===== config.mk =====
export PLATFORM = sky130hd
export DESIGN_NAME = stable_top_k_index_sorter_top
export DESIGN_NICKNAME = d
export VERILOG_FILES = /design/src/rtl/core/stki_pkg.sv /design/src/rtl/core/stable_top_k_index_sorter_top.sv /design/src/rtl/core/stki_datapath.sv /design/src/rtl/core/stki_ctrl.sv
export SDC_FILE = /design/constraint.sdc
export NUM_CORES = 2
export LEC_CHECK = 0
export BUFFER_PORTS_ARGS = -buffer_cell sky130_fd_sc_hd__buf_4
export CAP_MARGIN = 5
export CELL_PAD_IN_SITES_DETAIL_PLACEMENT = 0
export CELL_PAD_IN_SITES_GLOBAL_PLACEMENT = 1
export CORE_ASPECT_RATIO = 1.2
export CORE_MARGIN = 10
export CORE_UTILIZATION = 52
export DETAILED_ROUTE_END_ITERATION = 10
export PLACE_DENSITY = 0.79
export SLEW_MARGIN = 5
export SYNTH_ARGS = -nofsm -noshare
export SYNTH_HDL_FRONTEND = slang
export SYNTH_SLANG_ARGS = --single-unit

===== constraint.sdc =====
create_clock -name clk -period 11.76 [get_ports clk]
set_clock_uncertainty 0.2 [all_clocks]
set_input_delay 0.588 -clock clk [delete_from_list [all_inputs] [get_ports clk]]
set_output_delay 0.588 -clock clk [all_outputs]
set_load 0.02 [all_outputs]

===== src/rtl/core/stki_pkg.sv =====
// Shared types and constants for the stable top-k index sorter.
// No dependencies; every other file in rtl/core refers to this package.
`timescale 1ns / 1ps
`default_nettype none

package stki_pkg;

    localparam int MAX_ITEMS_DEF   = 32;
    localparam int VALUE_WIDTH_DEF = 24;

    localparam int CFG_W    = 6;
    localparam int RANK_W   = 5;
    localparam int STATUS_W = 2;

    typedef enum logic [STATUS_W-1:0] {
        STAT_OK       = 2'd0,
        STAT_TOO_FEW  = 2'd1,
        STAT_BAD      = 2'd2,
        STAT_OVERFLOW = 2'd3
    } status_t;

    typedef enum logic [1:0] {
        CTL_COLLECT,
        CTL_STATUS,
        CTL_LIST
    } ctl_state_t;

    // Commands from the controller to the datapath.
    typedef struct packed {
        logic accept;
        logic shift_out;
        logic show_pos;
    } dp_cmd_t;

    // Status from the datapath, valid in the cycle of the transfer that ends a set.
    typedef struct packed {
        status_t          code;
        logic [CFG_W-1:0] count_wanted;
    } dp_stat_t;

endpackage

`default_nettype wire


===== src/rtl/core/stable_top_k_index_sorter_top.sv =====
// Top level of the stable top-k index sorter: controller plus insertion-chain datapath.
// Depends on stki_pkg, stki_ctrl and stki_datapath.
//
//  channel | handshake            | payload
//  --------+----------------------+---------------------------------------------------
//  cfg     | cfg_valid/cfg_ready  | cfg_data (count_wanted)
//  in      | in_valid/in_ready    | pt_value, pt_not_finite, last_item
//  out     | out_valid/out_ready  | rank_position, has_position, status, last_result
//
// While a set is collected one item is taken every cycle; each good item that fits is
// placed in the insertion chain in the cycle of its transfer, with one comparator per
// entry. After the last item the input stalls until every result of the set has been
// transferred: one status result, or count_wanted ranks at one per out_ready cycle.
// Reset clears the control state and count_wanted; the chain contents need no clearing.
`timescale 1ns / 1ps
`default_nettype none

module stable_top_k_index_sorter_top #(
    parameter int MAX_ITEMS   = stki_pkg::MAX_ITEMS_DEF,
    parameter int VALUE_WIDTH = stki_pkg::VALUE_WIDTH_DEF
) (
    input  logic                          clk,
    input  logic                          rst_n,
    input  logic                          cfg_valid,
    output logic                          cfg_ready,
    input  logic [stki_pkg::CFG_W-1:0]    cfg_data,
    input  logic                          in_valid,
    output logic                          in_ready,
    input  logic signed [VALUE_WIDTH-1:0] pt_value,
    input  logic                          pt_not_finite,
    input  logic                          last_item,
    output logic                          out_valid,
    input  logic                          out_ready,
    output logic [stki_pkg::RANK_W-1:0]   rank_position,
    output logic                          has_position,
    output logic [stki_pkg::STATUS_W-1:0] status,
    output logic                          last_result
);

    stki_pkg::dp_cmd_t  cmd;
    stki_pkg::dp_stat_t stat;

    stki_ctrl u_ctrl (
        .clk          (clk),
        .rst_n        (rst_n),
        .in_valid     (in_valid),
        .in_ready     (in_ready),
        .last_item    (last_item),
        .out_valid    (out_valid),
        .out_ready    (out_ready),
        .has_position (has_position),
        .status       (status),
        .last_result  (last_result),
        .cmd          (cmd),
        .stat         (stat)
    );

    stki_datapath #(
        .MAX_ITEMS   (MAX_ITEMS),
        .VALUE_WIDTH (VALUE_WIDTH)
    ) u_datapath (
        .clk           (clk),
        .rst_n         (rst_n),
        .cfg_valid     (cfg_valid),
        .cfg_ready     (cfg_ready),
        .cfg_data      (cfg_data),
        .pt_value      (pt_value),
        .pt_not_finite (pt_not_finite),
        .last_item     (last_item),
        .cmd           (cmd),
        .stat          (stat),
        .rank_position (rank_position)
    );

endmodule

`default_nettype wire


===== src/rtl/core/stki_datapath.sv =====
// Datapath: ordered insertion chain of values and arrival positions, set counters
// and the count_wanted register. Depends on stki_pkg.
`timescale 1ns / 1ps
`default_nettype none

module stki_datapath #(
    parameter int MAX_ITEMS   = stki_pkg::MAX_ITEMS_DEF,
    parameter int VALUE_WIDTH = stki_pkg::VALUE_WIDTH_DEF
) (
    input  logic                          clk,
    input  logic                          rst_n,
    input  logic                          cfg_valid,
    output logic                          cfg_ready,
    input  logic [stki_pkg::CFG_W-1:0]    cfg_data,
    input  logic signed [VALUE_WIDTH-1:0] pt_value,
    input  logic                          pt_not_finite,
    input  logic                          last_item,
    input  stki_pkg::dp_cmd_t             cmd,
    output stki_pkg::dp_stat_t            stat,
    output logic [stki_pkg::RANK_W-1:0]   rank_position
);

    localparam int ITEM_CAP = ((MAX_ITEMS + 1) > 63) ? (MAX_ITEMS + 1) : 63;
    localparam int CNT_W    = $clog2(ITEM_CAP + 1);
    localparam int SC_W     = $clog2(MAX_ITEMS + 1);
    localparam int POS_W    = $clog2(MAX_ITEMS);

    logic [stki_pkg::CFG_W-1:0]    cw_reg;
    logic [CNT_W-1:0]              items_reg;
    logic [CNT_W-1:0]              items_next;
    logic                          bad_reg;
    logic                          bad_next;
    logic                          ovf_reg;
    logic                          ovf_next;
    logic [SC_W-1:0]               stored_reg;
    logic signed [VALUE_WIDTH-1:0] val_reg [MAX_ITEMS];
    logic [POS_W-1:0]              pos_reg [MAX_ITEMS];
    logic [MAX_ITEMS-1:0]          lt;
    logic                          bad_in;
    logic                          in_range;
    logic                          insert;
    logic [POS_W+stki_pkg::RANK_W-1:0] pos_ext;

    assign cfg_ready = 1'b1;

    always_ff @(posedge clk or negedge rst_n)
    begin
        if (!rst_n)
        begin
            cw_reg <= '0;
        end
        else if (cfg_valid)
        begin
            cw_reg <= cfg_data;
        end
    end

    // A value is bad when flagged non-finite, negative or zero.
    assign bad_in   = pt_not_finite || pt_value[VALUE_WIDTH-1] || (pt_value == '0);
    assign in_range = items_reg < CNT_W'(MAX_ITEMS);
    assign insert   = !bad_in && in_range;

    always_comb
    begin
        items_next = (items_reg < CNT_W'(ITEM_CAP)) ? items_reg + CNT_W'(1) : items_reg;
        bad_next   = bad_reg || bad_in;
        ovf_next   = ovf_reg || !in_range;
        stat.count_wanted = cw_reg;
        if (items_next < CNT_W'(cw_reg))
        begin
            stat.code = stki_pkg::STAT_TOO_FEW;
        end
        else if (bad_next)
        begin
            stat.code = stki_pkg::STAT_BAD;
        end
        else if (ovf_next)
        begin
            stat.code = stki_pkg::STAT_OVERFLOW;
        end
        else
        begin
            stat.code = stki_pkg::STAT_OK;
        end
    end

    always_ff @(posedge clk or negedge rst_n)
    begin
        if (!rst_n)
        begin
            items_reg  <= '0;
            bad_reg    <= 1'b0;
            ovf_reg    <= 1'b0;
            stored_reg <= '0;
        end
        else if (cmd.accept)
        begin
            if (last_item)
            begin
                items_reg  <= '0;
                bad_reg    <= 1'b0;
                ovf_reg    <= 1'b0;
                stored_reg <= '0;
            end
            else
            begin
                items_reg <= items_next;
                bad_reg   <= bad_next;
                ovf_reg   <= ovf_next;
                if (insert)
                begin
                    stored_reg <= stored_reg + SC_W'(1);
                end
            end
        end
    end

    // Entries past the fill count, and entries strictly below the new value, give way.
    // They form a suffix of the chain, so equal values keep their arrival order.
    always_comb
    begin
        for (int i = 0; i < MAX_ITEMS; i++)
        begin
            lt[i] = (stored_reg <= SC_W'(i)) || (val_reg[i] < pt_value);
        end
    end

    for (genvar g = 0; g < MAX_ITEMS; g++)
    begin : g_cell
        logic take_new;
        logic take_prev;

        if (g == 0)
        begin : g_head
            assign take_new  = lt[g];
            assign take_prev = 1'b0;
        end
        else
        begin : g_body
            assign take_new  = lt[g] && !lt[g-1];
            assign take_prev = lt[g] && lt[g-1];
        end

        always_ff @(posedge clk)
        begin
            if (cmd.accept && insert)
            begin
                if (take_new)
                begin
                    val_reg[g] <= pt_value;
                    pos_reg[g] <= items_reg[POS_W-1:0];
                end
                else if (take_prev)
                begin
                    val_reg[g] <= val_reg[(g == 0) ? 0 : g - 1];
                    pos_reg[g] <= pos_reg[(g == 0) ? 0 : g - 1];
                end
            end
            else if (cmd.shift_out && (g < MAX_ITEMS - 1))
            begin
                val_reg[g] <= val_reg[(g < MAX_ITEMS - 1) ? g + 1 : g];
                pos_reg[g] <= pos_reg[(g < MAX_ITEMS - 1) ? g + 1 : g];
            end
        end
    end

    assign pos_ext       = {{stki_pkg::RANK_W{1'b0}}, pos_reg[0]};
    assign rank_position = cmd.show_pos ? pos_ext[stki_pkg::RANK_W-1:0] : '0;

endmodule

`default_nettype wire


===== src/rtl/core/stki_ctrl.sv =====
// Controller: collects a set, then presents either one status result or the ranked list.
// Depends on stki_pkg; drives the datapath through dp_cmd_t.
`timescale 1ns / 1ps
`default_nettype none

module stki_ctrl (
    input  logic                          clk,
    input  logic                          rst_n,
    input  logic                          in_valid,
    output logic                          in_ready,
    input  logic                          last_item,
    output logic                          out_valid,
    input  logic                          out_ready,
    output logic                          has_position,
    output logic [stki_pkg::STATUS_W-1:0] status,
    output logic                          last_result,
    output stki_pkg::dp_cmd_t             cmd,
    input  stki_pkg::dp_stat_t            stat
);

    stki_pkg::ctl_state_t       state_reg;
    stki_pkg::ctl_state_t       state_next;
    stki_pkg::status_t          status_reg;
    stki_pkg::status_t          status_next;
    logic [stki_pkg::CFG_W-1:0] remain_reg;
    logic [stki_pkg::CFG_W-1:0] remain_next;

    always_ff @(posedge clk or negedge rst_n)
    begin
        if (!rst_n)
        begin
            state_reg  <= stki_pkg::CTL_COLLECT;
            status_reg <= stki_pkg::STAT_OK;
            remain_reg <= '0;
        end
        else
        begin
            state_reg  <= state_next;
            status_reg <= status_next;
            remain_reg <= remain_next;
        end
    end

    always_comb
    begin
        state_next    = state_reg;
        status_next   = status_reg;
        remain_next   = remain_reg;
        in_ready      = 1'b0;
        out_valid     = 1'b0;
        has_position  = 1'b0;
        status        = stki_pkg::STAT_OK;
        last_result   = 1'b0;
        cmd.accept    = 1'b0;
        cmd.shift_out = 1'b0;
        cmd.show_pos  = 1'b0;
        unique case (state_reg)
            stki_pkg::CTL_COLLECT:
            begin
                in_ready   = 1'b1;
                cmd.accept = in_valid;
                if (in_valid && last_item)
                begin
                    if ((stat.code != stki_pkg::STAT_OK) || (stat.count_wanted == '0))
                    begin
                        status_next = stat.code;
                        state_next  = stki_pkg::CTL_STATUS;
                    end
                    else
                    begin
                        remain_next = stat.count_wanted;
                        state_next  = stki_pkg::CTL_LIST;
                    end
                end
            end
            stki_pkg::CTL_STATUS:
            begin
                out_valid   = 1'b1;
                status      = status_reg;
                last_result = 1'b1;
                if (out_ready)
                begin
                    state_next = stki_pkg::CTL_COLLECT;
                end
            end
            stki_pkg::CTL_LIST:
            begin
                out_valid    = 1'b1;
                has_position = 1'b1;
                cmd.show_pos = 1'b1;
                last_result  = (remain_reg == stki_pkg::CFG_W'(1));
                if (out_ready)
                begin
                    // The head of the chain leaves and the next rank moves up.
                    cmd.shift_out = 1'b1;
                    remain_next   = remain_reg - stki_pkg::CFG_W'(1);
                    if (remain_reg == stki_pkg::CFG_W'(1))
                    begin
                        state_next = stki_pkg::CTL_COLLECT;
                    end
                end
            end
            default:
            begin
                state_next = stki_pkg::CTL_COLLECT;
            end
        endcase
    end

    a_no_overlap: assert property (@(posedge clk) disable iff (!rst_n)
        !(in_ready && out_valid))
        else $error("input and output sides open at once");

    a_list_nonempty: assert property (@(posedge clk) disable iff (!rst_n)
        (state_reg == stki_pkg::CTL_LIST) |-> (remain_reg != '0))
        else $error("ranked list with nothing left to give");

    a_last_returns: assert property (@(posedge clk) disable iff (!rst_n)
        (out_valid && out_ready && last_result) |=> in_ready)
        else $error("set did not end after its final result");

    a_shift_only_on_transfer: assert property (@(posedge clk) disable iff (!rst_n)
        cmd.shift_out |-> (out_valid && out_ready && has_position))
        else $error("store shifted without a result transfer");

endmodule

`default_nettype wire

After elaboration in Yosys (flattened, before gate mapping)
Memory sizes are Yosys's and may differ from the RTL's. Index checks and enable logic that the tools add are counted.

Input port bits: 37. Memories: 2. Register bits: 30. Memory bits (writable): 928.

Memories: u_datapath.val_reg (words 32, width 24, read ports 32, clocked after memory_dff 0, write ports 32, line stki_datapath.sv:36) `logic signed [VALUE_WIDTH-1:0] val_reg [MAX_ITEMS];`; u_datapath.pos_reg (words 32, width 5, read ports 32, clocked after memory_dff 0, write ports 32, line stki_datapath.sv:37) `logic [POS_W-1:0] pos_reg [MAX_ITEMS];`.

Bitwise gates (word level): 124. Add/sub/neg operators: 3. Reductions and logical operators: 146. Equal/unequal tests: 8. $lt $le $gt $ge: 67. Multiplexer cells: 375.

Operator list (count): $mux 24 (62); $lt 24x24->1 (32); $mux 5 (63); $mux 1 (230); $or 1x1->1 (124); $le 6x5->1 const B (16); $logic_and 1x1->1 (65); $le 6x4->1 const B (8); $mux 6 (7); $logic_or 1x1->1 (37); $logic_not 1->1 (33); $le 6x3->1 const B (4); $logic_not 24->1 (1); $mux 2 (10); $add 6x1->6 const B (2); $le 6x1->1 const B (2); $le 6x2->1 const B (2); $lt 6x6->1 const B (2); $pmux 6 s2 (1); $reduce_and 4->1 (2); $eq 6x1->1 const B (1); $logic_not 6->1 (1); $lt 6x6->1 (1); $ne 2x2->1 const B (3); other kinds (11) (14).

Depth between registers and ports, before layout
Depth in word-level cells: 11. Gate-level depth with buffers: 15. Depth with buffers taken out: 12.

Hierarchy
From an unflattened synthesis, not the netlist that was laid out.

Cells, all modules: 6266. Area total of the unflattened synthesis: 64662.0 um^2.

By module, submodules not included: stki_datapath (times used 1, cells an instance 6178, area each 63880.0 um^2, sequential area each 28367.2 um^2); stki_ctrl (times used 1, cells an instance 88, area each 782.0 um^2, sequential area each 250.2 um^2).

Least setup slack after synthesis
No wires, ideal clock.

Path type: input to register. From: input port pt_value[15]. To: memory u_datapath.pos_reg[2][0] (netlist bit) (enable). Path buffers: 0. Slack: 6.232 ns. Cell stages on the path: 8. Arrival time: 4.873 ns. Path through: inv_1 -> ha_1 -> a41oi_1 -> o21ai_0 -> a221o_1 -> a211oi_1 -> mux2_2 -> o21ai_0.

RTL lines: from (decl) (line stable_top_k_index_sorter_top.sv:29) `input logic signed [VALUE_WIDTH-1:0] pt_value,`; to (decl) (line stki_datapath.sv:37).

==> results.tsv <==
metric	value	unit
status	finished with violations	
violations	max-capacitance violations	
critical_path.endpoint	u_datapath.pos_reg[0][5]	
layout.nets	6780	
critPathCaptureType	register	
dr.first_iter.drc_count	6413	
crit_path_frequent_cell	buf_4	
slew_violations	0	
grt_usage	0.361	
maxCapViolCount	1	
syn_area_per_cell	10.5	um^2
yosys.area.top_type	edfxtp_1	
start_kind	primary input	
cts_buffers	108	
antenna_found_initial	11	
crit_fanout	54	
postRouteAntennaNets	0	
syn_inst	6045	
wl_per_cell	33.0	um
netlist.area_leader.share	0.438	
grt_pass1_vias	52273	
hp-class	primary input to register	
rsz0062_at_grt	no	
io_pins	49	
cp_slowest_cell	nor4_1	
crit_path_max_incr_delay	860	ps
clk_pin_slew	60	ps
fp.dieH	403	um
max_freq	0.171	GHz
setup_viol	0	
crit_chain	dlygate4sd3_1 -> buf_4 -> nor4_1 -> nand4_1 -> o21a_2 -> buf_4 -> nor2_4 -> buf_4 -> buf_4 -> buf_4 -> or2_2	
maxSlewHeadroom	0.0211	
clock_path_buffers	3	
critical_path_class	primary input to register	
ys_types	90	
post-route-util	0.570	
tritoncts	built	
synth_area	0.0636	mm^2
power_density	145	mW/mm^2
hold_viol	0	
p_leak	28.5	nW
grt_max_degree	97	
ys_seq_area_frac	0.450	
io_buffer_count	47	
async_flop_share	0.0313	
htreeDepth	3	
crit_path_start	pt_value[4]	
drive_gt1_frac	0.0851	
synth_fp_nets	6833	
r2r_cells	9	
arrival	6000	ps
post-route-period-util	0.498	
grt_pass1_wl	365000	um
synth_ff_type	edfxtp_1	
wl	255000	um
die_w	339	um
synth_edf_count	928	
ys_ff_latch	958	
r2r_end	u_datapath.pos_reg[12][6]	
r2r_slack	6010	ps
clock_latency	760	ps
worst_ep_required_time	11900	ps
rr_startpoint	u_datapath.stored_reg[3]	
largest_register_ffs	768	
initial_core_util	0.524	
drcViolationCount	0	
vdd_drop_max	0.000150	V
fp.coreArea	0.121	mm^2
drt_pass1_iterations	6	
clock-sinks	958	
cts_root_buf	clkbuf_16	
viasPerCell	6.99	
rows	140	
period_needed	5850	ps
place_congestion	1.05	
synth_area_leaders	edfxtp_1, ha_1, a221o_1, nand2_1, mux2i_1	
via_count	54007	
fin_setup_tns	0	ps
areaGrowthSynthToFinish	8.81	%
ys.warnings.count	0	
worst_slew_pin_slew	1460	ps
grt_overflow_total	0	
dieArea	0.137	mm^2
hpwl	179000	um
cts_setup_buffers	0	
cts_resized	0	
layer usage:
| metal | track usage | routed length, um | vias up |
|---|---|---|---|
| met5 | 0.00529 | 161 | - |
| met4 | 0.298 | 24700 | 10 |
| met1 | 0.416 | 89500 | 26356 |
| met3 | 0.0817 | 25800 | 1014 |
| met2 | 0.572 | 115000 | 3395 |
| li1 | - | - | 23232 |
through the flow:
stage	power (W)	cell area (um^2)	instances	hold WS, ps	worst slack (ps)
2_1_floorplan	0.00570	63600	6045	92.4	6230
3_3_place_gp	0.00643	65300	7485	287	5800
3_5_place_dp	0.00649	65300	7485	294	5780
4_1_cts	0.00996	69200	7717	15.4	6060
5_1_grt	0.0103	69200	7720	46.7	5740
6_report	0.0100	69200	7724	50.1	5910
kinds of logic after synthesis:
family / share of synthesized area
DFF: 0.450
xor gates and xnor gates: 0.000826
muxes: 0.0585
buffers and inverters: 0.0347
and+or+nand+nor: 0.142
other: 0.0000590
AOI/OAI and AO/OA: 0.166
adders and majority gates: 0.148
cell usage in the layout, fill, tap and decap left out, types with 13 or more instances in the layout:
master         netlist  final
a211oi_1            39     38
a21o_1              43     43
a21oi_1            430    425
a221o_1            439    438
a22oi_1             34     34
a2bb2oi_1           27     27
a31oi_1             19     19
a41oi_1             14     14
and2_1              15     16
and3_1              18     18
buf_4               40    186
clkbuf_1           124     24
clkbuf_16            0    109
clkinv_1             0     16
clkinv_2             0     23
dfrtp_1             30     30
dlygate4sd3_1        0     30
edfxtp_1           928    928
ha_1               751    751
inv_1               55     32
inv_2                0     23
mux2_2              25     25
mux2i_1            330    330
nand2_1           1050   1044
nand2b_1            34     31
nand3_1            119    111
nand4_1            124    124
nor2_1             526    499
nor2_2               2     24
nor2b_1             18     18
nor3_1              50     50
nor3b_1             22     22
nor4_1              14     14
o211ai_1            74     74
o21ai_0            168    163
o21ai_1             29     29
o22ai_1             29     29
or2_2               13     13
worst max-delay path: cells and delay by family:
kind	cells	cell delay (ps)
compound gates	1	320
buf+inv	6	2720
simple gates	4	2260
area by class of cell:
cell class	count	area [um^2]
well taps	1633	2040
clock buffers	138	2890
diodes	7	17.5
flip-flops and latches	958	28600
inverters	55	206
multi-input cells	4652	33100
fillers	10391	52200
repair buffers	217	1720
clock inverters	64	638
what timing repair did:
item,in CTS,in global routing
hold endpoints to repair,48,0
setup endpoints to repair,0,0
hold buffers,30,0
worst min path at each step:
stage                     slack, ps                 start  depth (start not counted)                         end
after floorplan                  90                 rst_n                          0        u_ctrl.remain_reg[0]
after global placement          290  u_ctrl.status_reg[0]                          2        u_ctrl.status_reg[0]
after detailed placement        290  u_ctrl.status_reg[0]                          2        u_ctrl.status_reg[0]
after CTS                        20          pt_value[15]                          2  u_datapath.val_reg[3][183]
after global routing             50          pt_value[15]                          2  u_datapath.val_reg[3][183]
final                            50           pt_value[1]                          2  u_datapath.val_reg[3][169]
where the power goes:
group / total (W) / switching (W) / internal (W)
registers: 0.00443 / 0.000297 / 0.00414
clock network: 0.00351 / 0.00154 / 0.00197
logic: 0.00208 / 0.00133 / 0.000745
synth_stat cells (39+ instances only):
master / count
inv_1: 55
nor3_1: 50
nand3_1: 119
a21o_1: 43
a211oi_1: 39
clkbuf_1: 124
nor2_1: 526
ha_1: 751
buf_4: 40
a21oi_1: 430
nand4_1: 124
o21ai_0: 168
o211ai_1: 74
a221o_1: 439
nand2_1: 1050
buf_2: 170
edfxtp_1: 928
mux2i_1: 330
Power figures use the tool's default switching activity.
